[src/sv/iirdf1_pkg.sv]
// ----------------------------------------------------------------------------
// iirdf1_pkg
// Shared constants, control types and the microprogram of the IIR filter.
// ----------------------------------------------------------------------------
package iirdf1_pkg;

  // default configuration of the filter
  localparam int ORDER_DEF          = 2;
  localparam int SAMPLE_WIDTH_DEF   = 16;
  localparam int COEF_FRAC_BITS_DEF = 14;

  // register index port width, tap field width and step counter width
  localparam int CFG_INDEX_W = 4;
  localparam int TAP_W       = 3;
  localparam int PC_W        = 4;

  // datapath operations
  typedef enum logic [2:0] {
    OP_LOAD,
    OP_MAC_FIRST,
    OP_MAC_ADD,
    OP_MAC_SUB,
    OP_MAG,
    OP_SCALE_HI,
    OP_SCALE_LO,
    OP_FINISH
  } op_t;

  // step conditions: the step holds until its condition is met
  typedef enum logic [1:0] {
    CD_NONE,
    CD_WAIT_IN,
    CD_WAIT_OUT
  } cond_t;

  // one control word of the microprogram
  typedef struct packed {
    op_t              op;
    logic [TAP_W-1:0] tap;
    cond_t            cond;
    logic             jump;
    logic [PC_W-1:0]  target;
  } ucode_t;

  // control from sequencer to datapath
  typedef struct packed {
    op_t              op;
    logic [TAP_W-1:0] tap;
    logic             fire;
  } ctrl_t;

  // microprogram rom: taps index the coefficient registers directly
  function automatic ucode_t ucode_word(input logic [PC_W-1:0] pc, input int order);
    ucode_t w;
    int     p;
    p        = int'(pc);
    // unused steps return to start
    w.op     = OP_MAG;
    w.tap    = '0;
    w.cond   = CD_NONE;
    w.jump   = 1'b1;
    w.target = '0;
    if (p == 0) begin
      w.op   = OP_LOAD;
      w.cond = CD_WAIT_IN;
      w.jump = 1'b0;
    end else if (p <= order + 1) begin
      w.op   = (p == 1) ? OP_MAC_FIRST : OP_MAC_ADD;
      w.tap  = TAP_W'(p - 1);
      w.jump = 1'b0;
    end else if (p <= 2 * order + 1) begin
      w.op   = OP_MAC_SUB;
      w.tap  = TAP_W'(p - 1);
      w.jump = 1'b0;
    end else if (p == 2 * order + 2) begin
      w.op   = OP_MAG;
      w.jump = 1'b0;
    end else if (p == 2 * order + 3) begin
      w.op   = OP_SCALE_HI;
      w.jump = 1'b0;
    end else if (p == 2 * order + 4) begin
      w.op   = OP_SCALE_LO;
      w.jump = 1'b0;
    end else if (p == 2 * order + 5) begin
      w.op     = OP_FINISH;
      w.cond   = CD_WAIT_OUT;
      w.jump   = 1'b1;
      w.target = '0;
    end
    return w;
  endfunction

endpackage

[src/sv/iirdf1_seq.sv]
// ----------------------------------------------------------------------------
// iirdf1_seq
// Step counter and control rom; holds a step until its condition is met.
// ----------------------------------------------------------------------------
module iirdf1_seq
  import iirdf1_pkg::*;
#(
  parameter int ORDER = ORDER_DEF
) (
  input  logic  clk,
  input  logic  rst_n,
  input  logic  in_valid,
  input  logic  out_free,
  output ctrl_t ctrl
);

  logic [PC_W-1:0] pc_r;
  logic [PC_W-1:0] pc_nxt;
  ucode_t          uword;
  logic            fire;

  // control word of the current step
  always_comb uword = ucode_word(pc_r, ORDER);

  // step condition
  always_comb begin
    unique case (uword.cond)
      CD_NONE:     fire = 1'b1;
      CD_WAIT_IN:  fire = in_valid;
      CD_WAIT_OUT: fire = out_free;
      default:     fire = 1'b0;
    endcase
  end

  // next step: hold, jump or advance
  always_comb begin
    priority if (!fire) begin
      pc_nxt = pc_r;
    end else if (uword.jump) begin
      pc_nxt = uword.target;
    end else begin
      pc_nxt = pc_r + 1'b1;
    end
  end

  always_ff @(posedge clk) begin
    if (!rst_n) begin
      pc_r <= '0;
    end else begin
      pc_r <= pc_nxt;
    end
  end

  assign ctrl = '{op: uword.op, tap: uword.tap, fire: fire};

endmodule

[src/sv/iirdf1_dp.sv]
// ----------------------------------------------------------------------------
// iirdf1_dp
// Delay lines, shared multiplier, accumulator, scaling, rounding, saturation.
// ----------------------------------------------------------------------------
module iirdf1_dp
  import iirdf1_pkg::*;
#(
  parameter int ORDER          = ORDER_DEF,
  parameter int SAMPLE_WIDTH   = SAMPLE_WIDTH_DEF,
  parameter int COEF_FRAC_BITS = COEF_FRAC_BITS_DEF
) (
  input  logic                                                   clk,
  input  logic                                                   rst_n,
  input  ctrl_t                                                  ctrl,
  input  logic signed [SAMPLE_WIDTH-1:0]                         sample,
  input  logic [2*ORDER+1:0][COEF_FRAC_BITS+3:0]                 coef,
  output logic [SAMPLE_WIDTH-1:0]                                result
);

  localparam int SW     = SAMPLE_WIDTH;
  localparam int CW     = COEF_FRAC_BITS + 4;
  localparam int NREG   = 2 * ORDER + 2;
  localparam int ACC_W  = SW + CW + $clog2(2 * ORDER + 1);
  localparam int LO_W   = (ACC_W + 1) / 2;
  localparam int HI_W   = ACC_W - LO_W;
  localparam int A_W    = (SW > LO_W + 1) ? SW : LO_W + 1;
  localparam int B_W    = CW + 1;
  localparam int P_W    = A_W + B_W;
  localparam int SC_W   = ACC_W + CW;
  localparam int SHIFT  = 2 * COEF_FRAC_BITS;
  localparam int Q_W    = SC_W - SHIFT;

  localparam logic [SC_W-1:0] HALF    = SC_W'(1) << (SHIFT - 1);
  localparam logic [Q_W-1:0]  LIM_NEG = Q_W'(1) << (SW - 1);
  localparam logic [Q_W-1:0]  LIM_POS = LIM_NEG - 1'b1;
  localparam logic [SW-1:0]   S_MIN   = {1'b1, {(SW-1){1'b0}}};
  localparam logic [SW-1:0]   S_MAX   = ~S_MIN;

  logic signed [SW-1:0]    x_r [ORDER+1];
  logic signed [SW-1:0]    y_r [ORDER];
  logic signed [ACC_W-1:0] acc_r;
  logic signed [ACC_W-1:0] acc_nxt;
  logic [ACC_W-1:0]        mag_r;
  logic                    neg_r;
  logic [HI_W+CW-1:0]      hi_r;
  logic [SC_W-1:0]         sc_r;
  logic [SC_W-1:0]         sc_nxt;

  logic signed [SW-1:0]    x_sel;
  logic signed [CW-1:0]    c_sel;
  logic signed [CW-1:0]    inv;
  logic [CW-1:0]           inv_mag;
  logic signed [A_W-1:0]   mul_a;
  logic signed [B_W-1:0]   mul_b;
  logic signed [P_W-1:0]   prod;
  logic signed [ACC_W-1:0] mac_term;
  logic [Q_W-1:0]          q;

  // sample and coefficient taps of the current step
  always_comb begin
    x_sel = '0;
    c_sel = '0;
    for (int k = 0; k <= ORDER; k++) begin
      if (ctrl.tap == TAP_W'(k)) x_sel = x_r[k];
    end
    for (int k = 0; k < ORDER; k++) begin
      if (ctrl.tap == TAP_W'(ORDER + 1 + k)) x_sel = y_r[k];
    end
    for (int k = 0; k < NREG; k++) begin
      if (ctrl.tap == TAP_W'(k)) c_sel = $signed(coef[k]);
    end
  end

  // magnitude of the reciprocal lead coefficient
  assign inv     = $signed(coef[NREG-1]);
  assign inv_mag = inv[CW-1] ? (~coef[NREG-1] + 1'b1) : coef[NREG-1];

  // shared multiplier operands
  always_comb begin
    unique case (ctrl.op)
      OP_SCALE_HI: begin
        mul_a = A_W'(mag_r[ACC_W-1:LO_W]);
        mul_b = B_W'(inv_mag);
      end
      OP_SCALE_LO: begin
        mul_a = A_W'(mag_r[LO_W-1:0]);
        mul_b = B_W'(inv_mag);
      end
      default: begin
        mul_a = A_W'(x_sel);
        mul_b = B_W'(c_sel);
      end
    endcase
  end

  assign prod     = mul_a * mul_b;
  assign mac_term = ACC_W'($signed(prod[SW+CW-1:0]));

  // accumulate
  always_comb begin
    unique case (ctrl.op)
      OP_MAC_FIRST: acc_nxt = mac_term;
      OP_MAC_ADD:   acc_nxt = acc_r + mac_term;
      OP_MAC_SUB:   acc_nxt = acc_r - mac_term;
      default:      acc_nxt = acc_r;
    endcase
  end

  // scaled magnitude plus half for round to nearest
  assign sc_nxt = (SC_W'(hi_r) << LO_W) + SC_W'(prod[LO_W+CW-1:0]) + HALF;

  // arithmetic registers
  always_ff @(posedge clk) begin
    if (ctrl.fire) begin
      unique case (ctrl.op)
        OP_MAC_FIRST, OP_MAC_ADD, OP_MAC_SUB: acc_r <= acc_nxt;
        OP_MAG: begin
          neg_r <= acc_r[ACC_W-1] ^ inv[CW-1];
          mag_r <= acc_r[ACC_W-1] ? (~acc_r + 1'b1) : acc_r;
        end
        OP_SCALE_HI: hi_r <= prod[HI_W+CW-1:0];
        OP_SCALE_LO: sc_r <= sc_nxt;
        default: ;
      endcase
    end
  end

  // round away from zero on ties, then saturate
  assign q = sc_r[SC_W-1:SHIFT];
  always_comb begin
    if (neg_r) begin
      result = (q >= LIM_NEG) ? S_MIN : (SW'(0) - q[SW-1:0]);
    end else begin
      result = (q > LIM_POS) ? S_MAX : q[SW-1:0];
    end
  end

  // input and output delay lines
  always_ff @(posedge clk) begin
    if (!rst_n) begin
      for (int k = 0; k <= ORDER; k++) x_r[k] <= '0;
      for (int k = 0; k < ORDER; k++) y_r[k] <= '0;
    end else if (ctrl.fire) begin
      unique case (ctrl.op)
        OP_LOAD: begin
          for (int k = ORDER; k >= 1; k--) x_r[k] <= x_r[k-1];
          x_r[0] <= sample;
        end
        OP_FINISH: begin
          for (int k = ORDER - 1; k >= 1; k--) y_r[k] <= y_r[k-1];
          y_r[0] <= $signed(result);
        end
        default: ;
      endcase
    end
  end

endmodule

[src/sv/iir_direct_form_one_filter_top.sv]
// ----------------------------------------------------------------------------
// iir_direct_form_one_filter_top
// Direct form I IIR filter run by a microprogram over one shared multiplier.
// ----------------------------------------------------------------------------
//  channel  ports                          direction  moves
//  input    in_valid/in_ready/in_sample_in  in         one sample word
//  output   out_valid/out_ready/out_sample_out out     one filtered word
//  config   cfg_we/cfg_index/cfg_wdata      in         one coefficient write
//
//  out_valid rises after the finishing step; a new word is taken only at the load
//  step, so one word runs through all the steps before the next: the load step,
//  one step per tap of the shared multiply-accumulate, magnitude,
//  two scaling products and the round/saturate step.
//  the next word is taken while the last result still waits in the output register.
//  a stalled output holds the finishing step until the output register frees up.
//  synchronous reset zeroes the delay lines and loads the default coefficients.
module iir_direct_form_one_filter_top
  import iirdf1_pkg::*;
#(
  parameter int ORDER          = ORDER_DEF,
  parameter int SAMPLE_WIDTH   = SAMPLE_WIDTH_DEF,
  parameter int COEF_FRAC_BITS = COEF_FRAC_BITS_DEF
) (
  input  logic                           clk,
  input  logic                           rst_n,
  input  logic                           cfg_we,
  input  logic [CFG_INDEX_W-1:0]         cfg_index,
  input  logic [COEF_FRAC_BITS+3:0]      cfg_wdata,
  input  logic                           in_valid,
  output logic                           in_ready,
  input  logic signed [SAMPLE_WIDTH-1:0] in_sample_in,
  output logic                           out_valid,
  input  logic                           out_ready,
  output logic signed [SAMPLE_WIDTH-1:0] out_sample_out
);

  localparam int CW   = COEF_FRAC_BITS + 4;
  localparam int NREG = 2 * ORDER + 2;
  localparam logic [CW-1:0] ONE = CW'(1) << COEF_FRAC_BITS;

  logic [NREG-1:0][CW-1:0]   coef_r;
  logic                      out_valid_r;
  logic [SAMPLE_WIDTH-1:0]   out_sample_r;
  logic [SAMPLE_WIDTH-1:0]   result;
  logic                      out_free;
  logic                      finish;
  ctrl_t                     ctrl;

  // coefficient registers; writes past the last register are dropped
  always_ff @(posedge clk) begin
    if (!rst_n) begin
      for (int k = 0; k < NREG; k++) begin
        coef_r[k] <= (k == 0 || k == NREG - 1) ? ONE : '0;
      end
    end else if (cfg_we) begin
      for (int k = 0; k < NREG; k++) begin
        if (cfg_index == CFG_INDEX_W'(k)) coef_r[k] <= cfg_wdata;
      end
    end
  end

  // sequencer
  iirdf1_seq #(
    .ORDER (ORDER)
  ) u_seq (
    .clk      (clk),
    .rst_n    (rst_n),
    .in_valid (in_valid),
    .out_free (out_free),
    .ctrl     (ctrl)
  );

  // datapath
  iirdf1_dp #(
    .ORDER          (ORDER),
    .SAMPLE_WIDTH   (SAMPLE_WIDTH),
    .COEF_FRAC_BITS (COEF_FRAC_BITS)
  ) u_dp (
    .clk    (clk),
    .rst_n  (rst_n),
    .ctrl   (ctrl),
    .sample (in_sample_in),
    .coef   (coef_r),
    .result (result)
  );

  // handshake
  assign in_ready = (ctrl.op == OP_LOAD);
  assign out_free = !out_valid_r || out_ready;
  assign finish   = ctrl.fire && (ctrl.op == OP_FINISH);

  // output register
  always_ff @(posedge clk) begin
    if (!rst_n) begin
      out_valid_r <= 1'b0;
    end else if (finish) begin
      out_valid_r <= 1'b1;
    end else if (out_ready) begin
      out_valid_r <= 1'b0;
    end
  end

  always_ff @(posedge clk) begin
    if (finish) out_sample_r <= result;
  end

  assign out_valid      = out_valid_r;
  assign out_sample_out = $signed(out_sample_r);

endmodule

[config.mk]
export PLATFORM = sky130hd
export DESIGN_NAME = iir_direct_form_one_filter_top
export DESIGN_NICKNAME = d
export VERILOG_FILES = /design/src/sv/iirdf1_pkg.sv /design/src/sv/iirdf1_seq.sv /design/src/sv/iirdf1_dp.sv /design/src/sv/iir_direct_form_one_filter_top.sv
export SDC_FILE = /design/constraint.sdc
export NUM_CORES = 2
export LEC_CHECK = 0
export BUFFER_PORTS_ARGS = -buffer_cell sky130_fd_sc_hd__buf_4
export CAP_MARGIN = 0
export CORE_ASPECT_RATIO = 2
export CORE_UTILIZATION = 55
export CTS_CLUSTER_SIZE = 24
export DETAILED_ROUTE_END_ITERATION = 7
export GPL_TIMING_DRIVEN = 0
export MAX_ROUTING_LAYER = met4
export PLACE_DENSITY_LB_ADDON = 0.3
export REMOVE_ABC_BUFFERS = 1
export SYNTH_ARGS = -nofsm -noshare
export SYNTH_HDL_FRONTEND = slang
export SYNTH_HIERARCHICAL = 1
export SYNTH_SLANG_ARGS = --single-unit
[constraint.sdc]
create_clock -name clk -period 15.6 [get_ports clk]
set_clock_uncertainty 0.2 [all_clocks]
set_input_delay 0 -clock clk [delete_from_list [all_inputs] [get_ports clk]]
set_output_delay 0 -clock clk [all_outputs]
set_load 0.01 [all_outputs]
==> impl_metrics.ini <==
[critical_path]
critPathLaunchType = flip-flop
slowest_delay_ns = 1.03
crit_required_ns = 15.72
worstReg2RegStart = u_seq/pc_r[0]
cpMostUsedCell = fa_1
path_class = reg2reg
r2r_setup_slack_ns = 0.39
crit_buf_inv = 8
r2r-end = u_dp/sc_r[51]
worst-path-max-fanout = 36
r2r_cells = 44
critPathTopFamily = adder cells
cp_num_cells = 44
cp.arrival_ns = 15.33
slowest_stage = a22oi_2
end_kind = flip-flop

[clock_tree]
cts_sinks = 347
cts_tree = done
path_clk_slew_ns = 0.06
insertion_delay_ns = 0.57
cts_buffer_depth = 3
cts-buffers-inserted = 35
clockRootBuffer = clkbuf_16
h-tree-depth = 2

[logic_synthesis]
ys_seq_elements = 347
yosys_warnings = 6
syn_area_mm2 = 0.0335
ys_seq_area_share_pct = 27.8
synth.avg_cell_area_um2 = 9.64
synth_edf_count = 234
ys_dominant_reg_cell = edfxtp_1
synth_cell_type_count = 87
synthArstFlopShare_pct = 0
synth_cells = 3473

[cells_and_area]
design_area_mm2 = 0.0368
final_nets = 4124
seq_area_mm2 = 0.00929
nFillCells = 4976
area_growth_pct = 9.99
multi_input_area_mm2 = 0.0222
final_common_cell = nand2_1
drive_above_1_share_pct = 8.07
final_cell_mix = 442 x nand2_1, 439 x inv_1, 372 x fa_1

[min_path]
whs_path_depth = 3
hold_path_class = in2reg
min_to = u_dp/x_r[0][8]
min_from = in_sample_in[8]

[place]
place_hpwl_um = 81300
placed_cell_area_mm2 = 0.0349
gp_congestion = 1.05
place.port_buffers = 60

[timing]
period_minus_slack_ns = 15.21
fin_hold_ws_ns = 0.0486
hold_viol = 0
tightest_slew_ns = 1.54
slew-limit-headroom_pct = -3.23
min_period_over_period_pct = 97.5
slew_viol_final = 7
setup_viol = 0
max_clock_freq_mhz = 65.7

[drt]
post_drt_wl_per_cell_um = 24.1
drt-total-wl_um = 105000
drt_iter0_markers = 1879
viasPerCell = 6.16
vias = 26650
drt-pass1-iter-count = 7
drc = 0
drtAntennaViolNets = 0

[global_routing]
grt-ovfl-total = 0
grt_pass1_vias = 27683
antenna_found_initial = 2
track_usage_pct = 36.1
grt_pass1_wl_um = 160000
grt_max_degree = 129

[floorplan]
io_pins = 61
coreArea_mm2 = 0.0601
fp.dieW_um = 176
die_y_um = 351
dieArea_mm2 = 0.0619
start_util_pct = 55.7
rows = 127

[status]
status = complete, but fails checks
violations = capacitance limit, slew limit

[run]
cap_violations = 2
[sequential cells by signal, indices dropped and copies added (netlist names)]
name / flops
u_dp/y_r: 32
u_dp/x_r: 48
u_dp/mag_r: 37
u_dp/neg_r: 1
out_sample_out: 16
u_dp/acc_r: 37
u_dp/hi_r: 36
coef_r: 108
u_seq/pc_r: 4
u_dp/sc_r: 27
out_valid: 1
[synthesized netlist by cell type, drive strengths merged, types with 31 or more instances]
cell type / n / share of area (%)
ha: 189 / 7.1
dfxtp: 113 / 6.8
and2: 94 / 1.8
fa: 373 / 22
a21o: 42 / 0.94
inv: 439 / 4.9
xnor2: 112 / 2.9
edfxtp: 234 / 21
xor2: 44 / 1.2
mux2i: 126 / 3.8
nor3: 42 / 0.63
clkbuf: 123 / 1.4
a22oi: 31 / 0.70
nand2: 446 / 5.0
a21oi: 99 / 1.5
and3: 34 / 0.64
o21ai: 137 / 2.0
nand3: 44 / 0.66
nor2: 270 / 3.0
[worst min-delay path, stage by stage]
cell           delay, ns
dlygate4sd3_1       0.52
buf_4               0.09
and2_1              0.10
[metrics by stage]
stage,worst slack [ns],utilization (%),cells,setup TNS (ns)
after detailed placement,-1.53,58.1,4192,-16.32
after CTS,0.0513,60.8,4300,0
after global routing,-0.0119,61.3,4322,-0.0119
after global placement,-8.37,57.0,4162,-425.60
after floorplan,-0.0203,-,3328,-0.0203
final,0.388,61.3,4328,0
[routing by layer]
layer | up-vias | wire length (µm) | global-route usage, %
li1 | 11782 | - | -
met1 | 13035 | 31500 | 32.9
met2 | 1237 | 53300 | 62.8
met3 | 596 | 6960 | 7.00
met4 | 0 | 12700 | 32.9
met5 | - | 0 | -
[area by class of cell]
type	count	share of cell area, %
antenna	8	0.0544
clock buffer	45	2.56
timing repair buffer	153	4.08
sequential	347	25.2
inverter	440	4.49
tap	774	2.63
multi-input combinational	2542	60.4
clock inverter	19	0.591
[timing repair]
action / 4_1_cts / 5_1_grt
cloned: 0 / 1
gates resized for setup: 16 / 11
endpoints found under the setup margin: 23 / 19
hold buffers: 41 / 0
pin swaps: 1 / 7
buffers inserted: 3 / 18
endpoints found under the hold margin: 179 / 0
[kinds of logic (layout without fill, tap and decap cells)]
family	count (synthesis)	in the layout	share of synthesized area, %
DFF	347	347	27.8
buffers and inverters	585	657	6.80
other	0	8	0
AOI/OAI and AO/OA	553	553	11.0
muxes	149	149	5.25
and+or+nand+nor	1121	1122	15.7
adders and majority gates	562	562	29.4
xor gates and xnor gates	156	156	4.08
[worst max-delay path by stage]
stage             startpoint             to  slack [ns]
5_1_grt        u_seq/pc_r[0]  u_dp/sc_r[51]       -0.01
3_3_place_gp   u_seq/pc_r[0]  u_dp/sc_r[51]       -8.37
2_1_floorplan  u_seq/pc_r[0]  u_dp/sc_r[51]       -0.02
3_5_place_dp   u_seq/pc_r[0]  u_dp/sc_r[51]       -1.53
4_1_cts        u_seq/pc_r[0]  u_dp/sc_r[51]        0.05
6_report       u_seq/pc_r[0]  u_dp/sc_r[51]        0.39
Power is not shown: default switching activity piles up to over one toggle a cycle in this logic, so the estimate is an artifact.
